$ cat config.mk
export PLATFORM = sky130hd
export DESIGN_NAME = balanced_ternary_weights
export DESIGN_NICKNAME = d
export VERILOG_FILES = /design/src/rtl/btw_pkg.sv /design/src/rtl/balanced_ternary_weights.sv
export SDC_FILE = /design/constraint.sdc
export NUM_CORES = 1
export LEC_CHECK = 0
export BUFFER_PORTS_ARGS = -buffer_cell sky130_fd_sc_hd__clkbuf_2
export CAP_MARGIN = 20
export CORE_AREA = 4 4 202 204
export DETAILED_ROUTE_END_ITERATION = 12
export DIE_AREA = 0 0 206 208
export GPL_TIMING_DRIVEN = 1
export PLACE_DENSITY = 0.72
export SLEW_MARGIN = 15
export SYNTH_ARGS = -nofsm -noshare
export SYNTH_HDL_FRONTEND = slang
export SYNTH_SLANG_ARGS = --single-unit
$ cat constraint.sdc
create_clock -name clk -period 8.7 [get_ports clk]
set_input_delay 0 -clock clk [delete_from_list [all_inputs] [get_ports clk]]
set_output_delay 0 -clock clk [all_outputs]
set_load 0.05 [all_outputs]
$ cat src/rtl/btw_pkg.sv
package btw_pkg;

	localparam int DIGITS_DEF = 21;
	localparam int VALUE_W    = 31;
	localparam int WEIGHT_W   = 32;
	localparam int PROD_W     = 63;

	// floor(x / 3) == (x * RECIP3) >> 33 for any x below 2^32
	localparam logic [31:0] RECIP3     = 32'hAAAA_AAAB;
	localparam int          RECIP3_SHR = 33;

	typedef logic [1:0] digit_t;

	localparam digit_t DIG_ZERO = 2'd0;
	localparam digit_t DIG_POS  = 2'd1;
	localparam digit_t DIG_NEG  = 2'd2;

endpackage

$ cat src/rtl/balanced_ternary_weights.sv
// sequence: each accepted value runs through ST_MUL and ST_DIV once per digit on the
// shared reciprocal multiplier, then ST_CHK, then a scan of the digit positions for
// each pan that holds weights, one digit position per cycle unless the output stalls,
// ending at that pan's last weight; a new value is taken only back in ST_IDLE
// reset: arst_n clears the sequencer, counters and output register; the digit store and product register have none
module balanced_ternary_weights #(
	parameter int DIGITS = btw_pkg::DIGITS_DEF
) (
	input  logic                          clk,
	input  logic                          arst_n,
	input  logic                          value_valid,
	output logic                          value_stall,
	input  logic [btw_pkg::VALUE_W-1:0]   value,
	output logic                          result_valid,
	input  logic                          result_stall,
	output logic                          pan,
	output logic                          is_none,
	output logic [btw_pkg::WEIGHT_W-1:0]  weight,
	output logic                          last_of_pan,
	output logic                          last
);

	localparam int IDX_W = (DIGITS > 1) ? $clog2(DIGITS) : 1;
	localparam int CNT_W = $clog2(DIGITS + 1);
	localparam logic [IDX_W-1:0] IDX_LAST = IDX_W'(DIGITS - 1);

	localparam logic [2:0] ST_IDLE = 3'd0;
	localparam logic [2:0] ST_MUL  = 3'd1;
	localparam logic [2:0] ST_DIV  = 3'd2;
	localparam logic [2:0] ST_CHK  = 3'd3;
	localparam logic [2:0] ST_NEG  = 3'd4;
	localparam logic [2:0] ST_POS  = 3'd5;

	logic [2:0]                    state_q;
	logic [btw_pkg::VALUE_W-1:0]   rem_q;
	logic [btw_pkg::PROD_W-1:0]    prod_q;
	logic [IDX_W-1:0]              idx_q;
	logic [CNT_W-1:0]              neg_cnt_q;
	logic [CNT_W-1:0]              pos_cnt_q;
	logic [CNT_W-1:0]              seen_q;
	logic [btw_pkg::WEIGHT_W-1:0]  pow_q;
	btw_pkg::digit_t               digit_q [DIGITS];

	logic                          out_valid_q;
	logic                          pan_q;
	logic                          none_q;
	logic [btw_pkg::WEIGHT_W-1:0]  weight_q;
	logic                          lop_q;
	logic                          last_q;

	logic [29:0]                   quot;
	logic [btw_pkg::VALUE_W-1:0]   quot3;
	logic [1:0]                    rem3;
	logic                          emit_ok;
	btw_pkg::digit_t               cur_digit;
	logic [CNT_W-1:0]              seen_nx;
	logic [btw_pkg::WEIGHT_W-1:0]  pow_x3;

	assign quot      = prod_q[btw_pkg::PROD_W-1:btw_pkg::RECIP3_SHR];
	assign quot3     = {quot, 1'b0} + btw_pkg::VALUE_W'(quot);
	assign rem3      = 2'(rem_q - quot3);
	assign emit_ok   = !out_valid_q || !result_stall;
	assign cur_digit = digit_q[idx_q];
	assign seen_nx   = seen_q + CNT_W'(1);
	assign pow_x3    = {pow_q[btw_pkg::WEIGHT_W-2:0], 1'b0} + pow_q;

	assign value_stall  = (state_q != ST_IDLE);
	assign result_valid = out_valid_q;
	assign pan          = pan_q;
	assign is_none      = none_q;
	assign weight       = weight_q;
	assign last_of_pan  = lop_q;
	assign last         = last_q;

	// digit store, no reset
	always_ff @(posedge clk) begin
		if (state_q == ST_DIV) begin
			if (rem3 == 2'd2)
				digit_q[idx_q] <= btw_pkg::DIG_NEG;
			else if (rem3 == 2'd1)
				digit_q[idx_q] <= btw_pkg::DIG_POS;
			else
				digit_q[idx_q] <= btw_pkg::DIG_ZERO;
		end
	end

	always_ff @(posedge clk) begin
		if (state_q == ST_MUL)
			prod_q <= btw_pkg::PROD_W'(rem_q) * btw_pkg::PROD_W'(btw_pkg::RECIP3);
	end

	always_ff @(posedge clk or negedge arst_n) begin
		if (!arst_n) begin
			state_q     <= ST_IDLE;
			rem_q       <= '0;
			idx_q       <= '0;
			neg_cnt_q   <= '0;
			pos_cnt_q   <= '0;
			seen_q      <= '0;
			pow_q       <= btw_pkg::WEIGHT_W'(1);
			out_valid_q <= 1'b0;
			pan_q       <= 1'b0;
			none_q      <= 1'b0;
			weight_q    <= '0;
			lop_q       <= 1'b0;
			last_q      <= 1'b0;
		end else begin
			if (out_valid_q && !result_stall)
				out_valid_q <= 1'b0;

			case (state_q)
				ST_IDLE: begin
					if (value_valid) begin
						rem_q     <= value;
						idx_q     <= '0;
						neg_cnt_q <= '0;
						pos_cnt_q <= '0;
						state_q   <= ST_MUL;
					end
				end
				ST_MUL: begin
					state_q <= ST_DIV;
				end
				ST_DIV: begin
					// a digit 2 becomes -1 and carries one upward
					rem_q <= btw_pkg::VALUE_W'(quot) + btw_pkg::VALUE_W'(rem3 == 2'd2);
					if (rem3 == 2'd2)
						neg_cnt_q <= neg_cnt_q + CNT_W'(1);
					else if (rem3 == 2'd1)
						pos_cnt_q <= pos_cnt_q + CNT_W'(1);
					if (idx_q == IDX_LAST) begin
						state_q <= ST_CHK;
					end else begin
						idx_q   <= idx_q + IDX_W'(1);
						state_q <= ST_MUL;
					end
				end
				ST_CHK: begin
					idx_q  <= '0;
					seen_q <= '0;
					pow_q  <= btw_pkg::WEIGHT_W'(1);
					if (neg_cnt_q != '0) begin
						state_q <= ST_NEG;
					end else if (emit_ok) begin
						// nothing on the object's pan: none marker
						out_valid_q <= 1'b1;
						pan_q       <= 1'b0;
						none_q      <= 1'b1;
						weight_q    <= '0;
						lop_q       <= 1'b1;
						last_q      <= (pos_cnt_q == '0);
						state_q     <= ST_POS;
					end
				end
				ST_NEG: begin
					if (cur_digit == btw_pkg::DIG_NEG) begin
						if (emit_ok) begin
							out_valid_q <= 1'b1;
							pan_q       <= 1'b0;
							none_q      <= 1'b0;
							weight_q    <= pow_q;
							lop_q       <= (seen_nx == neg_cnt_q);
							last_q      <= (seen_nx == neg_cnt_q) && (pos_cnt_q == '0);
							if (seen_nx == neg_cnt_q) begin
								idx_q   <= '0;
								seen_q  <= '0;
								pow_q   <= btw_pkg::WEIGHT_W'(1);
								state_q <= ST_POS;
							end else begin
								seen_q <= seen_nx;
								idx_q  <= idx_q + IDX_W'(1);
								pow_q  <= pow_x3;
							end
						end
					end else begin
						idx_q <= idx_q + IDX_W'(1);
						pow_q <= pow_x3;
					end
				end
				ST_POS: begin
					if (pos_cnt_q == '0) begin
						state_q <= ST_IDLE;
					end else if (cur_digit == btw_pkg::DIG_POS) begin
						if (emit_ok) begin
							out_valid_q <= 1'b1;
							pan_q       <= 1'b1;
							none_q      <= 1'b0;
							weight_q    <= pow_q;
							lop_q       <= (seen_nx == pos_cnt_q);
							last_q      <= (seen_nx == pos_cnt_q);
							if (seen_nx == pos_cnt_q) begin
								state_q <= ST_IDLE;
							end else begin
								seen_q <= seen_nx;
								idx_q  <= idx_q + IDX_W'(1);
								pow_q  <= pow_x3;
							end
						end
					end else begin
						idx_q <= idx_q + IDX_W'(1);
						pow_q <= pow_x3;
					end
				end
				default: begin
					state_q <= ST_IDLE;
				end
			endcase
		end
	end

endmodule

---- Word-level counts from Yosys, hierarchy flattened ----
Memory sizes are Yosys's and may differ from the RTL's.
Index checks and enable logic that the tools add are counted.
storage, ports and cells
  register bits after elaboration ......... 186
  bits in writable memories ............... 42
  bits of input ports ..................... 35
  output and inout port bits .............. 38
  word-level logic and storage cells ...... 177
  memories kept ........................... 1
operators by class
  add/sub/neg operators ................... 8
  multipliers ............................. 1
  eq/ne operators ......................... 33
  mux-type cells .......................... 96
  bitwise logic cells ..................... 2
  reductions and logical operators ........ 22
memory list
  name     depth  width  read ports  clocked after Yosys merged registers in  wr ports  RTL line                        text
  digit_q  21     2      1           0                                        1         balanced_ternary_weights.sv:42  btw_pkg::digit_t digit_q [DIGITS];
operator list
  cell                                                                   count
  32-bit two-way mux                                                     13
  32-bit case mux with 3 select lines                                    2
  5-bit two-way mux                                                      19
  31-bit by 32-bit multiplier with 63-bit output, second input constant  1
  31-bit case mux with 2 select lines                                    1
  1-bit two-way mux                                                      37
  32-bit adder                                                           1
  30-bit by 1-bit adder with 31-bit output                               1
  31-bit two-way mux                                                     1
  3-bit two-way mux                                                      10
  5-bit case mux with 5 select lines                                     1
  2-bit != test, second input constant                                   12
  3-bit != test, second input constant                                   7
  5-bit by 1-bit adder with 5-bit output, second input constant          4
  5-bit case mux with 2 select lines                                     2
  3-bit case mux with 6 select lines                                     1
  8-bit AND reduction                                                    2
  1-bit case mux with 3 select lines                                     5
  5-bit case mux with 3 select lines                                     1
  7-bit AND reduction                                                    2
  6-bit AND reduction                                                    2
  5-bit == test                                                          2
  5-bit nonzero test                                                     2
  3-bit by 2-bit == test with 1-bit output, second input constant        2
  other kinds (21)                                                       31

---- Longest topological paths before layout ----
Gate-level depths: netlist of the first run.
  depth after elaboration ................. 9
  gate-level depth with buffers ........... 28
  gate-level depth less buffers ........... 28

---- Worst setup path after synthesis of the first run ----
OpenSTA, ideal clock, no wires.
  path type ............................... reg2reg
  start point ............................. reg rem_q[9] in the netlist's numbering
  end point ............................... reg prod_q[60] in the netlist's numbering, data pin
  arrival ................................. 6.799 ns
  setup slack ............................. 1.721 ns
  stages on the path, launching flop included .. 24
  path buffers ............................ 0
  clock period less this slack ............ 6.979 ns
  path through ............................ dfrtp_1 -> ha_1 -> inv_1 -> fa_1 -> inv_1 -> fa_1 -> inv_1 -> fa_1 -> inv_1 -> fa_1 -> fa_1 -> fa_1 -> fa_1 -> ha_1 -> and3_1 -> a221oi_1 -> o21ai_1 -> a21oi_1 -> o21ai_1 -> o21a_1 -> o211ai_1 -> a21oi_1 -> or4_1 -> o311ai_1
on the way
  word-level cells in the longest chain between the ends .. 1
ends and longest elaborated chain
  what                                            RTL line                         text
  start: declaration                              balanced_ternary_weights.sv:35   logic [btw_pkg::VALUE_W-1:0] rem_q;
  start signal: assignment                        balanced_ternary_weights.sv:114  rem_q <= value;
  start signal: assignment                        balanced_ternary_weights.sv:126  rem_q <= btw_pkg::VALUE_W'(quot) + btw_pkg::VALUE_W'(rem3 == 2'd2);
  31-bit by 32-bit multiplier with 63-bit output  balanced_ternary_weights.sv:89   prod_q <= btw_pkg::PROD_W'(rem_q) * btw_pkg::PROD_W'(btw_pkg::RECIP3);
  end signal: assignment                          balanced_ternary_weights.sv:89
  end: declaration                                balanced_ternary_weights.sv:36   logic [btw_pkg::PROD_W-1:0] prod_q;
No other way between the ends.
A chain may end at the register's enable or synchronous reset.

---- Worst setup path in the final report of the first run ----
  start point ............................. reg rem_q[12] in the netlist's numbering
  end point ............................... reg prod_q[61] in the netlist's numbering, data pin
Same word-level chain as after synthesis.

==> summary.md, run 1 <==
| Metric | Value |
|---|---|
| Count of final setup violators | 0 |
| Syn_nets | 2676 |
| Asr flop ratio synth | 63.1% |
| Total length of routed wires | approximately 51000 µm |
| Die Wd | 206 µm |
| H-Tree Depth | 4 |
| Crit end category | register |
| Area growth syn-to-layout | 8.89% |
| Fraction of layout instances using a drive strength above 1 | between 6 and 7% |
| Critical path data required time | between 8 and 9 ns |
| Post-synthesis sequential area ratio | 24.6% |
| Crit path launch type | register |
| Gr usage total | 24.8% |
| Status | finished, final reports clean |
| Avg Synthesized Cell Area | 10.3 µm² |
| Mapped cell area | 0.0213 mm² |
| Antenna Cells | 0 |
| Max Cap Viol | 0 |
| DR vias | 15200 |
| Clock root buffer | clkbuf_16 |
| CTS tree | done |
| CTS clk-pin slew, worst paths | 0.09 ns |
| Routability cong. | 0.968 |
| Die Span Y | 208 µm |
| Unrepaired setup endpoints after global routing | false |
| Final core utilization | 59.0% |
| Cts hold-fix bufs | 34 |
| Drt drc | 0 |
| Total setup buffers inserted after CTS | 0 |
| Worst reg-to-reg path cell count | 23 |
| Crit Path Max Fanout | 6 |
| DRT antenna net count | 0 |
| Initial DRC count | about 900 |
| Worst r2r src | rem_q[12] |
| WS Path Type | reg -> reg |
| Max frequency | about 120 MHz |
| Grt total ovfl | 0 |
| FF-to-FF setup slack | 0.69 ns |
| Nets | 2764 |
| TritonCTS Sinks | 195 |
| I/O Buffers | 72 |
| Worst skew pair latency | 0.46 ns |
| Clock Skew | 0.0148 ns |
| First-pass GRT wire length | roughly 84000 µm |
| Fin Setup TNS | 0 ns |
| Io pins | 73 |
| Worst Max-Slew Pin Slew | a little over 1 ns |
| Most used cell, CP | fa_1 |
| Clk buf depth | 2 |
| Synth Warn # | 0 |
| Final hold vios | 0 |
| Post-CTS Resized | 0 |
| Hold WC Path Type | in -> async |
| Crit path largest cell delay | 0.85 ns |
| Initial Util | a little over half |
| Vias in the first global route | roughly 16000 |
| Via density | 5.63 |
| CTS Buf Count | 17 |
| Worst R2R End | prod_q[61] |
| Initial DRT Pass Iterations | 5 |
| Max-slew headroom | 32.2% |
| Arrival @ worst endpoint | around 8 ns |
| Wire length per cell | 19.0 µm |
| Tmin final | 8.01 ns |
| Flop and latch count out of synthesis | slightly below 200 |
| CORE AREA | slightly below 0.04 mm² |
| Final worst-path cycle share | around 92% |
| Dominant synthesized flop cell | dfrtp_1 |
| Mapped Cells | just over 2000 |
| Post-synth EDFFs | 72 |
| Synth unique cells | 78 |
| Dpl hpwl | ~41000 µm |
| Row cnt | 73 |
| Slew Viols, Final | 0 |
| Initial antenna violation count | 1 |
| Largest net degree at the start of global routing | 66 |
| Die area | 0.0428 mm² |
| Crit-path slowest cell | fa_1 |
| Worst-path cell chain | ha_1, inv_1, fa_1, inv_1, fa_1, inv_1, fa_1, inv_1, fa_1, fa_1, fa_1, fa_1, ha_1, and3_1, a221oi_1, o21ai_1, a21oi_1, o21ai_1, o21a_1, o211ai_1, a21oi_1, o41ai_1, xnor2_1 |
[final cells by class]
class / count / area, µm²
Inverter: 306 / 1150
Fill cell: 3279 / 16100
Timing Repair Buffer: 116 / 782
Multi-Input combinational cell: 1527 / 14700
Clock inverter: 15 / 218
Sequential cell: 195 / 5240
Tap cell: 525 / 657
Clock buffer: 17 / 425
[Yosys cell counts (all sizes together) (31+ instances only)]
master / count / area [µm²]
fa: 227 / 4540
nor2: 82 / 329
o21ai: 84 / 420
edfxtp: 72 / 2160
xnor2: 63 / 552
dfrtp: 122 / 3050
ha: 339 / 4240
nand2: 183 / 687
a21o: 64 / 480
inv: 306 / 1150
a21oi: 86 / 438
xor2: 63 / 552
nand3: 62 / 323
clkbuf: 31 / 116
[cell families (layout without fill, tap and decap cells)]
group | count (synthesis) | after routing | synth area share, %
simple gates | 440 | 440 | 9.65
xor+xnor | 126 | 126 | 5.18
fa+ha+maj | 566 | 566 | 41.3
mux | 18 | 18 | 1.21
flops | 195 | 195 | 24.6
buf+inv | 353 | 454 | 6.40
compound gates | 377 | 377 | 11.7
[stage by stage]
| stage | cell area, µm² | cells | setup WS (ns) | hold WS [ns] |
|---|---|---|---|---|
| after floorplan | 21300 | 2075 | 1.72 | -0.296 |
| after global placement | 22200 | 2635 | 0.937 | 0.0599 |
| after detailed placement | 22200 | 2635 | 0.790 | 0.0715 |
| after CTS | 23200 | 2701 | 0.738 | 0.150 |
| after global routing | 23200 | 2701 | 0.378 | 0.175 |
| final | 23200 | 2701 | 0.689 | 0.123 |
[flip-flops by register name (all words and copies together), names as in the netlist]
signal and count:
digit_q 42, idx_q 5, is_none 1, last 1, last_of_pan 1, neg_cnt_q 5, pan 1, pos_cnt_q 5
pow_q 32, prod_q 30, rem_q 31, result_valid 1, seen_q 5, state_q 3, weight 32
[worst max-delay path by stage]
stage / startpoint / end / slack [ns]
2_1_floorplan: rem_q[9] / prod_q[60] / 1.72
3_3_place_gp: rem_q[12] / prod_q[61] / 0.94
3_5_place_dp: rem_q[12] / prod_q[61] / 0.79
4_1_cts: rem_q[12] / prod_q[61] / 0.74
5_1_grt: rem_q[12] / prod_q[61] / 0.38
6_report: rem_q[12] / prod_q[61] / 0.69
[layout by cell type, fill, tap and decap left out, types with 17 or more instances in the layout]
master           n
ha_1           339
inv_1          306
fa_1           227
nand2_1        183
dfrtp_1        122
a21oi_1         84
nor2_1          79
edfxtp_1        72
clkbuf_2        71
a21o_1          64
xnor2_1         63
xor2_1          63
nand3_1         61
o21ai_0         57
dlygate4sd3_1   34
o21ai_1         27
o31ai_1         23
nor3_1          22
and3_1          20
a22oi_1         20
clkbuf_16       17
[worst max-delay path: cells and delay by family (launching register included)]
kind | cells | cell delay [ns]
AOI/OAI and AO/OA | 8 | 2.01
xor gates and xnor gates | 1 | 0.11
adders and majority gates | 9 | 4.43
buffers and inverters | 4 | 0.43
DFF | 1 | 0.52
and+or+nand+nor | 1 | 0.21
[routing by layer]
| metal | track usage (%) | routed length, µm | vias up |
|---|---|---|---|
| li1 | - | - | 7246 |
| met3 | 2.98 | 2150 | 80 |
| met5 | 0 | 13 | - |
| met1 | 34.2 | 22900 | 7526 |
| met2 | 41.5 | 25100 | 353 |
| met4 | 6.75 | 1310 | 2 |
Power of run 1 is not shown: default switching activity piles up to over one toggle a cycle in this logic, so the estimate is an artifact.
==> inputs of run 2 (changes only) <==
- CORE_AREA: 4 4 202 204 -> 2 2 200 202
- DIE_AREA: 0 0 206 208 -> 0 0 202 204
- PLACE_DENSITY: 0.72 -> 0.81
- RECOVER_POWER: not set -> 100
==> summary.md, run 2 (synthesized netlist as in run 1, its figures left out) <==
| Metric | Value |
|---|---|
| Die Span Y | about 200 µm |
| Placed cells | 2634 |
| Critical path data required time | 8.90 ns |
| Tmin final | between 8 and 9 ns |
| First-pass GRT wire length | 85200 µm |
| Wire length per cell | 19.2 µm |
| Gr usage total | 26.3% |
| Area growth syn-to-layout | 8.23% |
| Grt total ovfl | 0 |
| Count of final setup violators | 0 |
| Unrepaired setup endpoints after global routing | false |
| Die Wd | ~200 µm |
| DR vias | 15700 |
| CTS Buf Count | 17 |
| Crit path launch type | register |
| CORE AREA | between 0.03 and 0.04 mm² |
| Most flop-heavy register | digit_q |
| Drt drc | 0 |
| CTS clk-pin slew, worst paths | 0.09 ns |
| Largest net degree at the start of global routing | 67 |
| Initial antenna violation count | 0 |
| Total length of routed wires | around 52000 µm |
| Most common cell after layout, fill and taps aside | ha_1 |
| Final hold vios | 0 |
| CTS tree | done |
| Routability cong. | 1.02 |
| I/O Buffers | 72 |
| Arrival @ worst endpoint | 8.50 ns |
| Fin Setup TNS | 0 ns |
| WS Path Type | reg -> reg |
| Hold depth | 4 |
| Max-slew headroom | -149% |
| Crit Path Max Fanout | 9 |
| Max frequency | 121 MHz |
| DRT antenna net count | 0 |
| Final worst-path cycle share | 95.4% |
| H-Tree Depth | 4 |
| # fillers | between 3000 and 4000 |
| Initial DRT Pass Iterations | 5 |
| Clock root buffer | clkbuf_16 |
| Io pins | 73 |
| Fraction of layout instances using a drive strength above 1 | 4.09% |
| Nets | 2763 |
| Dpl hpwl | 41700 µm |
| Slew Viols, Final | 247 |
| Row cnt | 73 |
| Failing checks | max-capacitance violations, max-slew violations |
| TritonCTS Sinks | 195 |
| Max Cap Viol | 5 |
| Non-Filler Instances | 2700 |
| Placement Setup Slack | about 0.63 ns |
| Final worst setup slack | 0.403 ns |
| Worst reg-to-reg path cell count | 25 |
| Crit end category | register |
| Clock Skew | 0.0170 ns |
| Max reg flops | 42 |
| Clk buf depth | 2 |
| Antenna Cells | 0 |
| Hold WC Path Type | in -> reg |
| Status | complete, but fails checks |
| Initial Util | 54.3% |
| Vias in the first global route | 16600 |
| Initial DRC count | between 1000 and 1500 |
| Via density | 5.80 |
| Worst skew pair latency | approximately 0.47 ns |
| Die area | 0.0412 mm² |
| Worst Max-Slew Pin Slew | between 3 and 4 ns |
| Leading cell types in the layout, fill and taps excluded | ha_1, inv_1, fa_1, nand2_1, dfrtp_1 |
run 2: changes by cell type in the layout (fill, tap and decap cells not counted), sizes merged:
cell    previous run  this run
buf               11         4
clkbuf            88        94
run 2: critical path: stages (launching register included):
cell	delay [ns]
dfrtp_1	0.45
ha_1	0.32
inv_1	0.08
fa_1	0.51
xnor2_1	0.18
ha_1	0.20
a21o_1	0.19
inv_1	0.08
fa_1	0.50
inv_1	0.45
fa_1	0.53
fa_1	0.49
fa_1	0.54
inv_1	0.06
fa_1	0.54
inv_1	0.04
ha_1	0.21
a21oi_1	0.27
o211ai_1	0.14
a311oi_1	0.60
a211oi_1	0.27
o21ai_1	0.48
o211ai_1	0.22
and2_0	0.27
a311oi_1	0.31
a221oi_1	0.09
run 2: worst paths after layout:
kind	from	end	slack [ns]
setup / recovery	rem_q[9]	prod_q[56]	0.40
hold / removal	value[26]	rem_q[26]	0.32
setup reg to reg	rem_q[9]	prod_q[56]	0.40
hold reg to reg	weight[3]	weight[3]	0.47
min in group asynchronous	arst_n	idx_q[2]	1.36
max in group asynchronous	arst_n	weight[26]	2.80
run 2: per-stage QoR:
step	hold slack (ns)	area (µm²)	util (%)
floorplan	-0.296	21300	-
global placement	0.0306	22200	56.6
detailed placement	0.0347	22200	56.6
CTS	0.127	23200	59.1
global route	0.324	23000	58.8
finish	0.322	23000	58.8
run 2: what timing repair did:
action | in CTS | in global routing
setup buffers | 0 | 0
hold buffers | 34 | 0
resized for setup | 0 | 0
endpoints found under the hold margin | 90 | 0
run 2: layout make-up:
class | count | area [µm²] | area share, %
multi-input cells | 1527 | 14700 | 63.6
flip-flops and latches | 195 | 5240 | 22.7
inverters | 306 | 1150 | 4.98
repair buffers | 115 | 701 | 3.04
well taps | 525 | 657 | 2.85
clock buffers | 17 | 425 | 1.85
clock inverters | 15 | 223 | 0.966
run 2: layer usage:
metal,GRT usage (%),vias to the layer above,routed length [µm]
met5,0,-,0
met2,45.3,524,25300
met3,4.54,117,3340
met1,33.0,7769,21200
met4,10.4,0,1950
li1,-,7256,-
Power of run 2 is left out for the same reason.
==> inputs of run 3 (changes only) <==
- PLACE_DENSITY: 0.81 -> 0.7
==> summary.md, run 3 (synthesized netlist as in run 1, its figures left out) <==
| Metric | Value |
|---|---|
| Top Family by Delay on Critical Path | adder cells |
| Vias in the first global route | approximately 16000 |
| First-pass GRT wire length | 82400 µm |
| Crit end category | register |
| Worst Max-Slew Pin Slew | 3.50 ns |
| Fraction of layout instances using a drive strength above 1 | ~4.3% |
| Count of final setup violators | 0 |
| Dpl hpwl | 40900 µm |
| DRT antenna net count | 0 |
| Placement Setup Slack | ~0.47 ns |
| Status | complete, but fails checks |
| Initial DRT Pass Iterations | 5 |
| Max reg flops | 42 |
| Worst Path Buf+Inv | 6 |
| Arrival @ worst endpoint | around 8.5 ns |
| Final hold vios | 0 |
| Largest net degree at the start of global routing | 65 |
| Max Cap Viol | 7 |
| Die Wd | 202 µm |
| Most common cell after layout, fill and taps aside | ha_1 |
| Initial Util | 54.3% |
| Wire length per cell | roughly 19 µm |
| Placed cells | ~2600 |
| Antenna Cells | 0 |
| CORE AREA | 0.0392 mm² |
| Area growth syn-to-layout | 8.28% |
| I/O Buffers | 72 |
| Leading cell types in the layout, fill and taps excluded | ha_1, inv_1, fa_1, nand2_1, dfrtp_1 |
| CTS clk-pin slew, worst paths | 0.10 ns |
| Max-slew headroom | -133% |
| Initial antenna violation count | 0 |
| Unrepaired setup endpoints after global routing | false |
| Drt drc | 0 |
| Clock root buffer | clkbuf_16 |
| Crit Path Max Fanout | 9 |
| Final worst setup slack | between 0.4 and 0.5 ns |
| TritonCTS Sinks | 195 |
| M1 wire length | about 22000 µm |
| Clk buf depth | 2 |
| Non-Filler Instances | around 2700 |
| DR vias | 15200 |
| Fin Setup TNS | 0 ns |
| WS Path Type | reg -> reg |
| Failing checks | max-capacitance violations, max-slew violations |
| Total length of routed wires | 50500 µm |
| Clock Skew | about 0.021 ns |
| DP Area | 0.0222 mm² |
| Tmin final | 8.26 ns |
| Top sig layer | met4 |
| CTS tree | done |
| Io pins | 73 |
| Row cnt | 73 |
| Most used cell, CP | fa_1 |
| Most flop-heavy register | digit_q |
| Die Span Y | 204 µm |
| Via density | 5.62 |
| Slew Viols, Final | 308 |
| Gr usage total | 25.6% |
| Hold WC Path Type | in -> reg |
| Final worst-path cycle share | roughly 95% |
| Final instance area | 0.0231 mm² |
| CTS Buf Count | 17 |
| Nets | 2765 |
| Post-CTS Resized | 0 |
| H-Tree Depth | 4 |
| Initial DRC count | 825 |
| Crit path largest cell delay | between 0.5 and 0.6 ns |
| Critical path data required time | 8.97 ns |
| Worst skew pair latency | approximately 0.46 ns |
| Grt total ovfl | 0 |
| Max frequency | approximately 120 MHz |
| Routability cong. | 0.926 |
| Crit path launch type | register |
| Routed met2 length | around 25000 µm |
| Met3 wire len | 2450 µm |
| Die area | 0.0412 mm² |
| Crit-path slowest cell | a311oi_1 |
==> run 3: cell types whose count changed in the layout (fill, tap and decap cells not counted), moves of 2 or more <==
cell and delta:
and2_0 -2, clkbuf_1 +2, inv_16 +2, inv_12 -3, inv_8 +2
==> run 3: final cells by class <==
cell class	instances	area, µm²
Clock buffer	17	425
Clock inverter	15	220
Sequential cell	195	5240
Tap cell	525	657
Multi-Input combinational cell	1527	14700
Inverter	306	1150
Fill cell	3392	16100
Timing Repair Buffer	117	708
==> run 3: worst min-delay path: cells and delay by family <==
family / cells / cell delay [ns]
AO/OA/AOI/OAI: 2 / 0.14
buffers and inverters: 2 / 0.64
==> run 3: what timing repair did <==
action | 4_1_cts | 5_1_grt
hold buffers | 34 | 0
setup endpoints to repair | 0 | 0
hold endpoints to repair | 96 | 0
buffers inserted | 0 | 0
==> run 3: routing by layer <==
metal	vias to the layer above	track usage (%)
li1	7254	-
met1	7513	33.3
met2	344	43.7
met3	83	4.38
met4	0	8.11
met5	-	0
==> run 3: final timing paths <==
check	to	slack (ns)	from	cells after the start
hold reg to reg	weight[7]	0.47	weight[7]	2
hold / removal	rem_q[17]	0.34	value[17]	4
setup / recovery	prod_q[60]	0.44	rem_q[12]	26
max in group asynchronous	rem_q[3]	2.84	arst_n	3
setup reg to reg	prod_q[60]	0.44	rem_q[12]	26
min in group asynchronous	state_q[2]	1.25	arst_n	2
==> run 3: through the flow <==
stage	utilization, %	hold slack (ns)
detailed placement	56.7	0.0298
finish	58.8	0.343
global placement	56.7	0.0232
CTS	59.2	0.137
global route	58.8	0.349
floorplan	-	-0.296
Power of run 3 is left out for the same reason.
